`src/design/qclt_pkg.sv`:
```
// types, codes and constants shared by the command line tokenizer
package qclt_pkg;

	localparam int CHAR_W     = 8;
	localparam int WORDS_W    = 8;
	localparam int STATE_W    = 3;
	localparam int KIND_W     = 2;
	localparam int OBUF_DEPTH = 4;
	localparam int OBUF_PTR_W = $clog2(OBUF_DEPTH);
	localparam int OBUF_CNT_W = $clog2(OBUF_DEPTH + 1);

	// count stops at the smaller of 255 and the field limit
	localparam logic [WORDS_W-1:0] WORD_LIMIT = 8'd255;

	// parse states
	localparam logic [STATE_W-1:0] ST_BETWEEN = 3'd0;
	localparam logic [STATE_W-1:0] ST_DQ      = 3'd1;
	localparam logic [STATE_W-1:0] ST_DQ_ESC  = 3'd2;
	localparam logic [STATE_W-1:0] ST_SQ      = 3'd3;
	localparam logic [STATE_W-1:0] ST_WORD    = 3'd4;
	localparam logic [STATE_W-1:0] ST_ESC     = 3'd5;

	// result kinds
	localparam logic [KIND_W-1:0] K_BYTE   = 2'd0;
	localparam logic [KIND_W-1:0] K_EOW    = 2'd1;
	localparam logic [KIND_W-1:0] K_ACCEPT = 2'd2;
	localparam logic [KIND_W-1:0] K_REJECT = 2'd3;

	// characters of interest
	localparam logic [CHAR_W-1:0] CH_TAB    = 8'h09;
	localparam logic [CHAR_W-1:0] CH_SPACE  = 8'h20;
	localparam logic [CHAR_W-1:0] CH_BSLASH = 8'h5c;
	localparam logic [CHAR_W-1:0] CH_DQUOTE = 8'h22;
	localparam logic [CHAR_W-1:0] CH_SQUOTE = 8'h27;
	localparam logic [CHAR_W-1:0] CH_LC_T   = 8'h74;
	localparam logic [CHAR_W-1:0] CH_LC_N   = 8'h6e;

	typedef struct packed {
		logic              func;
		logic [CHAR_W-1:0] char_in;
	} qclt_in_t;

	typedef struct packed {
		logic [KIND_W-1:0]  kind;
		logic [CHAR_W-1:0]  char_out;
		logic [WORDS_W-1:0] words;
		logic               last;
	} qclt_out_t;

	// up to two results produced by one line item
	typedef struct packed {
		logic      v0;
		logic      v1;
		qclt_out_t r0;
		qclt_out_t r1;
	} qclt_push_t;

endpackage

```
`src/design/qclt_step.sv`:
```
// next-state and result logic for one line item
module qclt_step (
	input  logic [qclt_pkg::STATE_W-1:0] state,
	input  logic [qclt_pkg::WORDS_W-1:0] count,
	input  qclt_pkg::qclt_in_t           item,
	output logic [qclt_pkg::STATE_W-1:0] state_nxt,
	output logic [qclt_pkg::WORDS_W-1:0] count_nxt,
	output qclt_pkg::qclt_push_t         push
);
	import qclt_pkg::*;

	logic              is_ws;
	logic              inc;
	logic [CHAR_W-1:0] c;
	logic [WORDS_W-1:0] counted;
	logic [KIND_W-1:0] kind0;
	logic [KIND_W-1:0] kind1;
	logic [CHAR_W-1:0] ch0;
	logic [CHAR_W-1:0] ch1;
	logic              v0;
	logic              v1;

	assign c     = item.char_in;
	assign is_ws = (c == CH_SPACE) || (c == CH_TAB);

	always_comb begin
		state_nxt = state;
		inc   = 1'b0;
		v0    = 1'b0;
		v1    = 1'b0;
		kind0 = K_BYTE;
		kind1 = K_BYTE;
		ch0   = c;
		ch1   = c;
		if (item.func) begin
			state_nxt = ST_BETWEEN;
			v0 = 1'b1;
			if (state == ST_WORD) begin
				inc   = 1'b1;
				kind0 = K_EOW;
				v1    = 1'b1;
				kind1 = K_ACCEPT;
			end else if (state == ST_BETWEEN) begin
				kind0 = K_ACCEPT;
			end else begin
				kind0 = K_REJECT;
			end
		end else begin
			unique case (state)
				ST_DQ: begin
					if (c == CH_DQUOTE) state_nxt = ST_WORD;
					else if (c == CH_BSLASH) state_nxt = ST_DQ_ESC;
					else v0 = 1'b1;
				end
				ST_DQ_ESC: begin
					state_nxt = ST_DQ;
					v0 = 1'b1;
					// escaped t or n keeps its backslash
					if (c == CH_LC_T || c == CH_LC_N) begin
						ch0 = CH_BSLASH;
						v1  = 1'b1;
					end
				end
				ST_SQ: begin
					if (c == CH_SQUOTE) state_nxt = ST_WORD;
					else v0 = 1'b1;
				end
				ST_ESC: begin
					state_nxt = ST_WORD;
					v0 = 1'b1;
				end
				ST_WORD: begin
					if (is_ws) begin
						inc   = 1'b1;
						v0    = 1'b1;
						kind0 = K_EOW;
						state_nxt = ST_BETWEEN;
					end else if (c == CH_BSLASH) state_nxt = ST_ESC;
					else if (c == CH_DQUOTE) state_nxt = ST_DQ;
					else if (c == CH_SQUOTE) state_nxt = ST_SQ;
					else v0 = 1'b1;
				end
				default: begin
					if (is_ws) state_nxt = state;
					else if (c == CH_BSLASH) state_nxt = ST_ESC;
					else if (c == CH_DQUOTE) state_nxt = ST_DQ;
					else if (c == CH_SQUOTE) state_nxt = ST_SQ;
					else begin
						state_nxt = ST_WORD;
						v0 = 1'b1;
					end
				end
			endcase
		end
	end

	assign counted   = (inc && count < WORD_LIMIT) ? count + 1'b1 : count;
	assign count_nxt = item.func ? '0 : counted;

	always_comb begin
		push.v0          = v0;
		push.v1          = v1;
		push.r0.kind     = kind0;
		push.r0.char_out = (kind0 == K_BYTE) ? ch0 : '0;
		push.r0.words    = counted;
		push.r0.last     = !v1;
		push.r1.kind     = kind1;
		push.r1.char_out = (kind1 == K_BYTE) ? ch1 : '0;
		push.r1.words    = counted;
		push.r1.last     = 1'b1;
	end

endmodule

```
`src/design/qclt_obuf.sv`:
```
// small result queue: takes up to two results a cycle, hands out one when result_ready is high
module qclt_obuf (
	input  logic                 clk,
	input  logic                 arst_n,
	input  qclt_pkg::qclt_push_t push,
	output logic                 space_ok,
	output logic                 result_valid,
	input  logic                 result_ready,
	output qclt_pkg::qclt_out_t  result
);
	import qclt_pkg::*;

	qclt_out_t             entry_q [OBUF_DEPTH];
	logic [OBUF_PTR_W-1:0] wr_ptr_q;
	logic [OBUF_PTR_W-1:0] rd_ptr_q;
	logic [OBUF_CNT_W-1:0] count_q;
	logic [OBUF_PTR_W-1:0] wr_ptr_1;
	logic                  pop;
	logic [OBUF_CNT_W-1:0] n_push;

	assign wr_ptr_1     = wr_ptr_q + 1'b1;
	assign result_valid = (count_q != '0);
	assign result       = entry_q[rd_ptr_q];
	assign pop          = result_valid && result_ready;
	assign n_push       = OBUF_CNT_W'(push.v0) + OBUF_CNT_W'(push.v1);
	// room for the worst case of two results
	assign space_ok     = (count_q <= OBUF_CNT_W'(OBUF_DEPTH - 2));

	always_ff @(posedge clk) begin
		if (push.v0) entry_q[wr_ptr_q] <= push.r0;
		if (push.v1) entry_q[wr_ptr_1] <= push.r1;
	end

	always_ff @(posedge clk or negedge arst_n) begin
		if (!arst_n) begin
			wr_ptr_q <= '0;
			rd_ptr_q <= '0;
			count_q  <= '0;
		end else begin
			wr_ptr_q <= wr_ptr_q + OBUF_PTR_W'(n_push);
			if (pop) rd_ptr_q <= rd_ptr_q + 1'b1;
			count_q <= count_q + n_push - OBUF_CNT_W'(pop);
		end
	end

endmodule

```
`src/design/quoted_command_line_tokenizer_core.sv`:
```
// Splits a command line into words with quotes and escapes honored.
// Input channel item_valid/item_ready/item carries one line byte or an
// end-of-line mark per transaction. Output channel result_valid/
// result_ready/result carries word bytes, end-of-word marks and a final
// accepted or rejected result; last flags the final result of each item.
// An item is captured in an input register and decoded, once the queue
// has room, into zero, one or two results for a four-entry result queue.
// Throughput: one item per cycle while results drain at one per cycle;
// an item giving two results (escaped t or n in double quotes, end of
// line inside a word) sends them out one after the other, so the queue
// port sets the long-run rate at one result per cycle.
// When the receiver stalls, the queue fills and item_ready drops once
// fewer than two free entries remain with an item waiting to decode.
// Reset clears the parse state to between words, the word count to zero
// and empties the queue.
module quoted_command_line_tokenizer_core (
	input  logic                clk,
	input  logic                arst_n,
	input  logic                item_valid,
	output logic                item_ready,
	input  qclt_pkg::qclt_in_t  item,
	output logic                result_valid,
	input  logic                result_ready,
	output qclt_pkg::qclt_out_t result
);
	import qclt_pkg::*;

	logic                 valid_s1;
	qclt_in_t             item_s1;
	logic [STATE_W-1:0]   state_q;
	logic [WORDS_W-1:0]   count_q;
	logic [STATE_W-1:0]   state_nxt;
	logic [WORDS_W-1:0]   count_nxt;
	qclt_push_t           push_raw;
	qclt_push_t           push;
	logic                 space_ok;
	logic                 advance;

	assign advance    = valid_s1 && space_ok;
	assign item_ready = !valid_s1 || space_ok;

	always_ff @(posedge clk or negedge arst_n) begin
		if (!arst_n) begin
			valid_s1 <= 1'b0;
		end else if (item_valid && item_ready) begin
			valid_s1 <= 1'b1;
		end else if (advance) begin
			valid_s1 <= 1'b0;
		end
	end

	always_ff @(posedge clk) begin
		if (item_valid && item_ready) item_s1 <= item;
	end

	always_ff @(posedge clk or negedge arst_n) begin
		if (!arst_n) begin
			state_q <= ST_BETWEEN;
			count_q <= '0;
		end else if (advance) begin
			state_q <= state_nxt;
			count_q <= count_nxt;
		end
	end

	qclt_step u_step (
		.state     (state_q),
		.count     (count_q),
		.item      (item_s1),
		.state_nxt (state_nxt),
		.count_nxt (count_nxt),
		.push      (push_raw)
	);

	// only a decoded transaction writes the queue
	always_comb begin
		push    = push_raw;
		push.v0 = push_raw.v0 && advance;
		push.v1 = push_raw.v1 && advance;
	end

	qclt_obuf u_obuf (
		.clk          (clk),
		.arst_n       (arst_n),
		.push         (push),
		.space_ok     (space_ok),
		.result_valid (result_valid),
		.result_ready (result_ready),
		.result       (result)
	);

	a_pair_order: assert property (@(posedge clk) disable iff (!arst_n)
		push.v1 |-> push.v0)
		else $error("second result written without a first");

	a_line_end_clears: assert property (@(posedge clk) disable iff (!arst_n)
		(advance && item_s1.func) |=> (state_q == ST_BETWEEN && count_q == '0))
		else $error("end of line did not clear parse state");

	a_stall_holds_item: assert property (@(posedge clk) disable iff (!arst_n)
		!item_ready |-> valid_s1)
		else $error("input stalled with no pending transaction");

	a_line_result_last: assert property (@(posedge clk) disable iff (!arst_n)
		(result_valid && (result.kind == K_ACCEPT || result.kind == K_REJECT))
		|-> result.last)
		else $error("line result not flagged last");

endmodule
```
`config.mk`:
```
export PLATFORM = sky130hd
export DESIGN_NAME = quoted_command_line_tokenizer_core
export DESIGN_NICKNAME = d
export VERILOG_FILES = /design/src/design/qclt_pkg.sv /design/src/design/qclt_step.sv /design/src/design/qclt_obuf.sv /design/src/design/quoted_command_line_tokenizer_core.sv
export SDC_FILE = /design/constraint.sdc
export NUM_CORES = 1
export LEC_CHECK = 0
export ABC_AREA = 1
export BUFFER_PORTS_ARGS = -buffer_cell sky130_fd_sc_hd__buf_4
export CORE_MARGIN = 2
export CORE_UTILIZATION = 55
export CTS_CLUSTER_DIAMETER = 50
export DETAILED_ROUTE_END_ITERATION = 12
export GPL_TIMING_DRIVEN = 1
export PLACE_DENSITY = 0.76
export SETUP_SLACK_MARGIN = 0.15
export SYNTH_ARGS = -nofsm -noshare
export SYNTH_HDL_FRONTEND = slang
export SYNTH_HIERARCHICAL = 1
export SYNTH_SLANG_ARGS = --single-unit
```
`constraint.sdc`:
```
create_clock -name clk -period 2.9 [get_ports clk]
set_clock_uncertainty 0.2 [all_clocks]
set_input_delay 0.29 -clock clk [delete_from_list [all_inputs] [get_ports clk]]
set_output_delay 0.29 -clock clk [all_outputs]
set_load 0.01 [all_outputs]
```
==> metrics.txt, run 1 <==
status complete, but fails checks; failing checks setup timing; R2R Setup Slk -0.17 ns; Synth area leaders edfxtp_1 (41%), nand2_1 (15%), o21ai_0 (8.6%), dfrtp_1 (7.7%), inv_1 (5.8%); first-pass iteration count of the detailed router 6; GRT Residual Overflow 0; Cell Area, Synth approximately 6200 µm²; Final min period roughly 3.1 ns; critical path buffer and inverter count 5; CTS Root Cell clkbuf_8; initial drt markers about 480; initial antenna violation count 0; Vias/cell a little over 5; Syn Area/Cell ~7.8 µm²; highest cell delay on the worst timing path roughly 0.41 ns; Register Area roughly 3000 µm²; dpl hpwl between 9000 and 10000 µm; crit-path leading delay family simple AND/OR/NAND/NOR gates; Slew headroom 55.42%; Layout Utilization 66.67%; GPL Wtd Cong 0.8951; Crit path depth 22; Startpoint Class flop; DR vias ~5000; clock buffer depth 2; CTS tree done; Synth area leader edfxtp_1; Hold WS 0.1171 ns; die height 109.8 µm; Ys Warns 6; layout cells sized above 1 a little under a fifth; cell count after synthesis roughly 790; Hold Crit Class in -> async; fin crit share 106.0%; final setup fails 2; Leakage roughly 3.4 nW; Core ar. between 10000 and 15000 µm²; Worst-Skew Late Latency roughly 0.37 ns; first-pass GRT wire length ~22000 µm; R2R cell count 22; Final WS setup -0.1733 ns; WL/cell approximately 14 µm; Syn-to-layout area delta 17.88%; H-tree depth 3; setup TNS -0.2605 ns; Routed Antenna Nets 0; Overall Global Routing Usage 24.09%; Final Hold Fails 0; measured slew at the worst slew-check pin 0.6679 ns; die width 109.8 µm; Layout Nets 880; worst path arrival time between 3 and 4 ns; RSZ-0062 raised after global routing yes; initial core utilization approximately 57%; vias in the first global route between 4000 and 5000; CTS Buf Count 9; Seq cells post-synth 104; Final Max Tran Viols 0; Seq/Total Area, Yosys about half; Fmax roughly 330 MHz; Fillers between 800 and 900; Crit-path slowest cell edfxtp_1; Max rail drop VDD approximately 0.93 mV; clock sink count approximately 100; area of the multi-input gates 2544 µm²; largest net degree at the start of global routing between 50 and 60; # diodes 0; CP required approximately 3 ns; placed cell count slightly below 1000; CP Class reg -> reg; PortBufs 33; Synth top area share between 40% and 50%; Critical Path Sink Type flop; syn nets between 800 and 900; CP cell instances inv_2 -> nand2_4 -> nor2_4 -> nand2_4 -> nand2_2 -> nand2_1 -> nor2_1 -> nand3_2 -> nand2_1 -> nand2_1 -> inv_2 -> nor2_4 -> ha_4 -> inv_2 -> ha_4 -> inv_2 -> ha_4 -> inv_2 -> fa_2 -> xor2_1 -> nand2_1 -> nand2_1; unique cell type count in the Yosys netlist 32; # IOs 34; Clock Pin Slew Worst Setup and Hold Paths 0.11 ns; Final Non-Filler Cells approximately 1000; drt drc 0; Worst Path Max Fanout 4; total power divided by cell area between 900 and 1000 nW/µm²; max cap viols 0; die area roughly 12000 µm²; Post-Route WL 13700 µm; Rows 38
==> where the power goes <==
| group | internal, mW | switching [mW] | leakage [nW] |
|---|---|---|---|
| registers | 2.19 | 0.206 | 1.03 |
| logic | 1.44 | 2.20 | 2.30 |
| clock network | 0.330 | 0.539 | 0.0867 |
| total | 3.96 | 2.95 | 3.42 |
==> path summary, 6_finish.rpt <==
check                                            start                             end
worst max-delay path              item_s1[4]$_DFFE_PP_     u_obuf/count_q[2]$_DFF_PN0_
worst min-delay path                            arst_n  u_obuf/rd_ptr_q[0]$_DFFE_PN0P_
worst max register to register    item_s1[4]$_DFFE_PP_     u_obuf/count_q[2]$_DFF_PN0_
worst min register to register  count_q[6]$_DFFE_PN0P_          count_q[6]$_DFFE_PN0P_
max in group asynchronous                       arst_n          count_q[1]$_DFFE_PN0P_
min in group clk                count_q[6]$_DFFE_PN0P_          count_q[6]$_DFFE_PN0P_
==> cells by family after synthesis <==
logic type | Yosys count | synth area share, %
simple gates | 394 | 26.82
buf+inv | 149 | 11.36
compound gates | 124 | 10.14
flops | 104 | 49.17
fa+ha+maj | 7 | 1.544
xor+xnor | 6 | 0.8533
other cells | 2 | 0.1219
==> layout by cell type (no fill, tap or decap), drive strengths merged <==
| master | count |
|---|---|
| inv | 105 |
| edfxtp | 85 |
| nor3 | 3 |
| clkbuf | 9 |
| nor2 | 86 |
| buf | 97 |
| fa | 1 |
| clkinvlp | 3 |
| o21ai | 116 |
| conb | 2 |
| nor3b | 1 |
| a21oi | 8 |
| nor4 | 2 |
| nand4 | 2 |
| nand3 | 43 |
| nand2 | 257 |
| xnor2 | 2 |
| clkinv | 2 |
| xor2 | 4 |
| dfrtp | 19 |
| ha | 6 |
| dlygate4sd3 | 12 |
==> synth_stat cells, drive strengths merged <==
library cell,instances
a21oi,8
buf,32
clkbuf,14
conb,2
dfrtp,19
edfxtp,85
fa,1
ha,6
inv,103
nand2,257
nand3,43
nand4,2
nor2,86
nor3,3
nor3b,1
nor4,2
o21ai,116
xnor2,2
xor2,4
==> stage by stage <==
stage	power (mW)	worst slack [ns]	cell area, µm²
2_1_floorplan	4.832	-0.1239	6241
3_3_place_gp	5.879	-0.09142	6842
3_5_place_dp	6.010	-0.2218	6842
4_1_cts	6.913	-0.1794	7203
5_1_grt	7.539	-0.3690	7259
6_report	6.908	-0.1733	7259
==> routing by layer <==
metal	share of wire (%)	wire length, µm	GRT usage (%)	up-vias
li1	-	-	-	2643
met1	44	6012	31.00	2336
met2	50	6826	41.02	133
met3	5.3	732	3.972	14
met4	0.93	127	8.590	0
met5	0	0	0	-
==> layout make-up <==
cell class | count | share of cell area [%]
Sequential cell | 104 | 41.71
Multi-Input combinational cell | 533 | 35.04
Timing Repair Buffer | 109 | 12.87
Inverter | 103 | 5.326
Tap cell | 140 | 2.413
Clock buffer | 9 | 1.706
Clock inverter | 7 | 0.9307
==> registers in the layout, summed over array words and instances (netlist names) <==
register / cells
count_q: 8
valid_s1: 1
u_obuf/count_q: 3
u_obuf/entry_q: 76
u_obuf/wr_ptr_q: 2
state_q: 3
item_s1: 9
u_obuf/rd_ptr_q: 2
==> what timing repair did <==
action / 4_1_cts / 5_1_grt
gates cloned: 0 / 0
gates resized for setup: 1 / 12
setup endpoints to repair: 2 / 41
buffers inserted: 6 / 1
hold endpoints to repair: 30 / 0
hold buffers: 12 / 0
pin swaps: 5 / 0
No activity file was read; power rests on OpenSTA's default activity.
==> run 2: changes to the inputs <==
--- a/config.mk
+++ b/config.mk
@@ -12,7 +12,7 @@
 export CTS_CLUSTER_DIAMETER = 50
 export DETAILED_ROUTE_END_ITERATION = 12
 export GPL_TIMING_DRIVEN = 1
-export PLACE_DENSITY = 0.76
+export PLACE_DENSITY = 0.81
 export SETUP_SLACK_MARGIN = 0.15
 export SYNTH_ARGS = -nofsm -noshare
 export SYNTH_HDL_FRONTEND = slang
==> run 2 against run 1 <==
Compared with the run above: the run still ends with setup timing left; non-clock buffer count increased by 5; wire length grew 4.9%; register-to-register slack improved by 0.04 ns; via count increased by 4.7%; final cell count up 0.50%; maximum frequency is 1.3% higher; combinational power up 1%; hold slack improved by 0.0055 ns; clock power increased by 3.0%; first-iteration DRC count increased by 15%; sequential power is essentially flat; worst setup slack better by 0.038 ns; critical path type unchanged; critical endpoint unchanged.
==> metrics.txt, run 2 (same netlist as run 1, synthesis figures left out) <==
die area 12060 µm² (unchanged); final setup fails 2 (unchanged); CP Class reg -> reg (unchanged); CP required 2.97 ns (about the same); Startpoint Class flop (unchanged); H-tree depth 3 (unchanged); initial antenna violation count 0 (unchanged); Critical Path Sink Type flop (unchanged); Finished Cell Area 7253 µm² (was 7259 µm²); Clock Pin Slew Worst Setup and Hold Paths 0.10 ns (was 0.11 ns); Core ar. 10890 µm² (unchanged); failing checks setup timing (unchanged); area of the multi-input gates 2559 µm² (was 2544 µm²); CTS tree done (unchanged); GPL Wtd Cong 0.8445 (was 0.8951); Leakage 3.443 nW (was 3.416 nW); Final Hold Fails 0 (unchanged); clock sink count 104 (unchanged); vias in the first global route 4958 (was 4863); dpl hpwl 10170 µm (was 9456 µm); Final Max Tran Viols 0 (unchanged); GRT Residual Overflow 0 (unchanged); die height 109.8 µm (unchanged); Routed Antenna Nets 0 (unchanged); clock buffer depth 2 (unchanged); Vias/cell 5.315 (was 5.100); fin crit share 104.7% (was 106.0%); drt drc 0 (unchanged); reg-to-reg critical path startpoint item_s1[3]$_DFFE_PP_ (was item_s1[4]$_DFFE_PP_); RSZ-0062 raised after global routing yes (unchanged); CTS Root Cell clkbuf_8 (unchanged); PortBufs 33 (unchanged); Slew headroom 57.52% (was 55.42%); Fmax 329.5 MHz (was 325.4 MHz); WL/cell 14.22 µm (was 13.63 µm); # diodes 0 (unchanged); largest net degree at the start of global routing 39 (was 51); Register Area 3028 µm² (unchanged); Hold WS 0.1226 ns (was 0.1171 ns); Final WS setup -0.1353 ns (was -0.1733 ns); max cap viols 0 (unchanged); Post-DP Area 6822 µm² (was 6842 µm²); R2R Setup Slk -0.14 ns (was -0.17 ns); initial core utilization 56.56% (unchanged); worst path arrival time 3.11 ns (was 3.15 ns); Top reg by flops u_obuf/entry_q (unchanged); Post-Route WL 14360 µm (was 13700 µm); Max rail drop VDD 0.5106 mV (was 0.9337 mV); R2R cell count 22 (unchanged); measured slew at the worst slew-check pin 0.6365 ns (was 0.6679 ns); commonest non-fill, non-tap cell in the layout nand2_1 (unchanged); layout cells sized above 1 18.97% (was 18.15%); Worst-Skew Late Latency 0.37 ns (about the same); Layout Nets 885 (was 880); Rows 38 (unchanged); status complete, but fails checks (unchanged); initial drt markers 547 (was 476); Regs by FF count u_obuf/entry_q: 76 flops, item_s1: 9 flops, count_q: 8 flops (unchanged); # IOs 34 (unchanged); Fillers 829 (was 887); CTS Buf Count 9 (unchanged); total power divided by cell area 965.6 nW/µm² (was 951.6 nW/µm²); most frequent cells in the layout nand2_1 (237), o21ai_0 (105), buf_4 (98) (was nand2_1 (241), o21ai_0 (106), inv_1 (91)); Layout Utilization 66.62% (was 66.67%); first-pass iteration count of the detailed router 6 (unchanged); terminus of the critical flop-to-flop path u_obuf/count_q[2]$_DFF_PN0_ (unchanged); Syn-to-layout area delta 17.78% (was 17.88%); max FFs per register 76 (unchanged); first-pass GRT wire length 22960 µm (was 22430 µm); Overall Global Routing Usage 24.77% (was 24.09%); die width 109.8 µm (unchanged); Final min period 3.035 ns (was 3.073 ns); Worst Path Max Fanout 4 (unchanged); DR vias 5368 (was 5126); Hold Crit Class in -> async (unchanged)
## run 2: cell types whose count changed in the layout (fill, tap and decap cells not counted), moves of 2 or more
cell	delta
buf_4	+10
nand2_1	-4
nand3_2	-2
buf_12	-4
clkinv_2	+4
nand2_2	+4
clkinvlp_4	-3
## run 2: layer usage
layer / GRT usage, % / vias up / share of wire, %
met5: 0 / - / 0
met4: 9.946 / 0 / 2.3
met3: 3.438 / 32 / 6.4
met2: 42.81 / 209 / 50
met1: 31.24 / 2479 / 41
li1: - / 2648 / -
## run 2: worst max-delay path by stage
stage / from / depth (start not counted) / endpoint / slack [ns]
after global placement: item_s1[6]$_DFFE_PP_ / 22 / u_obuf/count_q[2]$_DFF_PN0_ / -0.07
after floorplan: item_s1[4]$_DFFE_PP_ / 23 / u_obuf/count_q[2]$_DFF_PN0_ / -0.12
after global routing: item_s1[3]$_DFFE_PP_ / 22 / u_obuf/count_q[2]$_DFF_PN0_ / -0.34
after CTS: item_s1[4]$_DFFE_PP_ / 22 / u_obuf/count_q[2]$_DFF_PN0_ / -0.13
after detailed placement: item_s1[1]$_DFFE_PP_ / 22 / u_obuf/count_q[2]$_DFF_PN0_ / -0.22
final: item_s1[3]$_DFFE_PP_ / 22 / u_obuf/count_q[2]$_DFF_PN0_ / -0.14
## run 2: through the flow
| step | power [mW] | std cells | setup slack (ns) | setup TNS [ns] |
|---|---|---|---|---|
| floorplan | 4.832 | 786 | -0.1239 | -0.1904 |
| global placement | 5.792 | 974 | -0.06521 | -0.06521 |
| detailed placement | 5.992 | 974 | -0.2243 | -0.3840 |
| CTS | 6.922 | 1007 | -0.1317 | -0.2033 |
| global route | 7.555 | 1010 | -0.3351 | -0.5561 |
| finish | 7.004 | 1010 | -0.1353 | -0.2059 |
## run 2: layout make-up
type / count / area share [%]
Sequential cell: 104 / 41.75
Timing Repair Buffer: 114 / 12.66
Tap cell: 140 / 2.415
Clock inverter: 6 / 0.8108
Clock buffer: 10 / 1.760
Inverter: 103 / 5.330
Multi-Input combinational cell: 533 / 35.28
## run 2: where the power goes
group | internal [mW] | switching [mW]
Clock | 0.397 | 0.498
Sequential | 2.19 | 0.229
Combinational | 1.43 | 2.25
## run 2: critical path, cell delays in order (launching register included)
cell      delay (ns)
edfxtp_1        0.42
inv_1           0.12
nand2_1         0.09
nor2_2          0.18
nand2_4         0.09
nand2_2         0.07
nand2_1         0.05
nor2_1          0.12
nand3_2         0.07
nand2_1         0.06
nand2_1         0.05
inv_2           0.06
nor2_4          0.04
ha_4            0.27
inv_2           0.04
ha_4            0.20
inv_2           0.06
ha_4            0.12
inv_2           0.03
fa_2            0.35
xor2_1          0.15
nand2_1         0.06
nand2_1         0.04
## run 2: what timing repair did
action                                 CTS  global route
buffers inserted                         5             3
endpoints found under the hold margin   30             0
cloned                                   0             0
gates resized for setup                  4            14
pin swaps                                6             0
setup endpoints to repair                2           102
hold buffers                            12             0
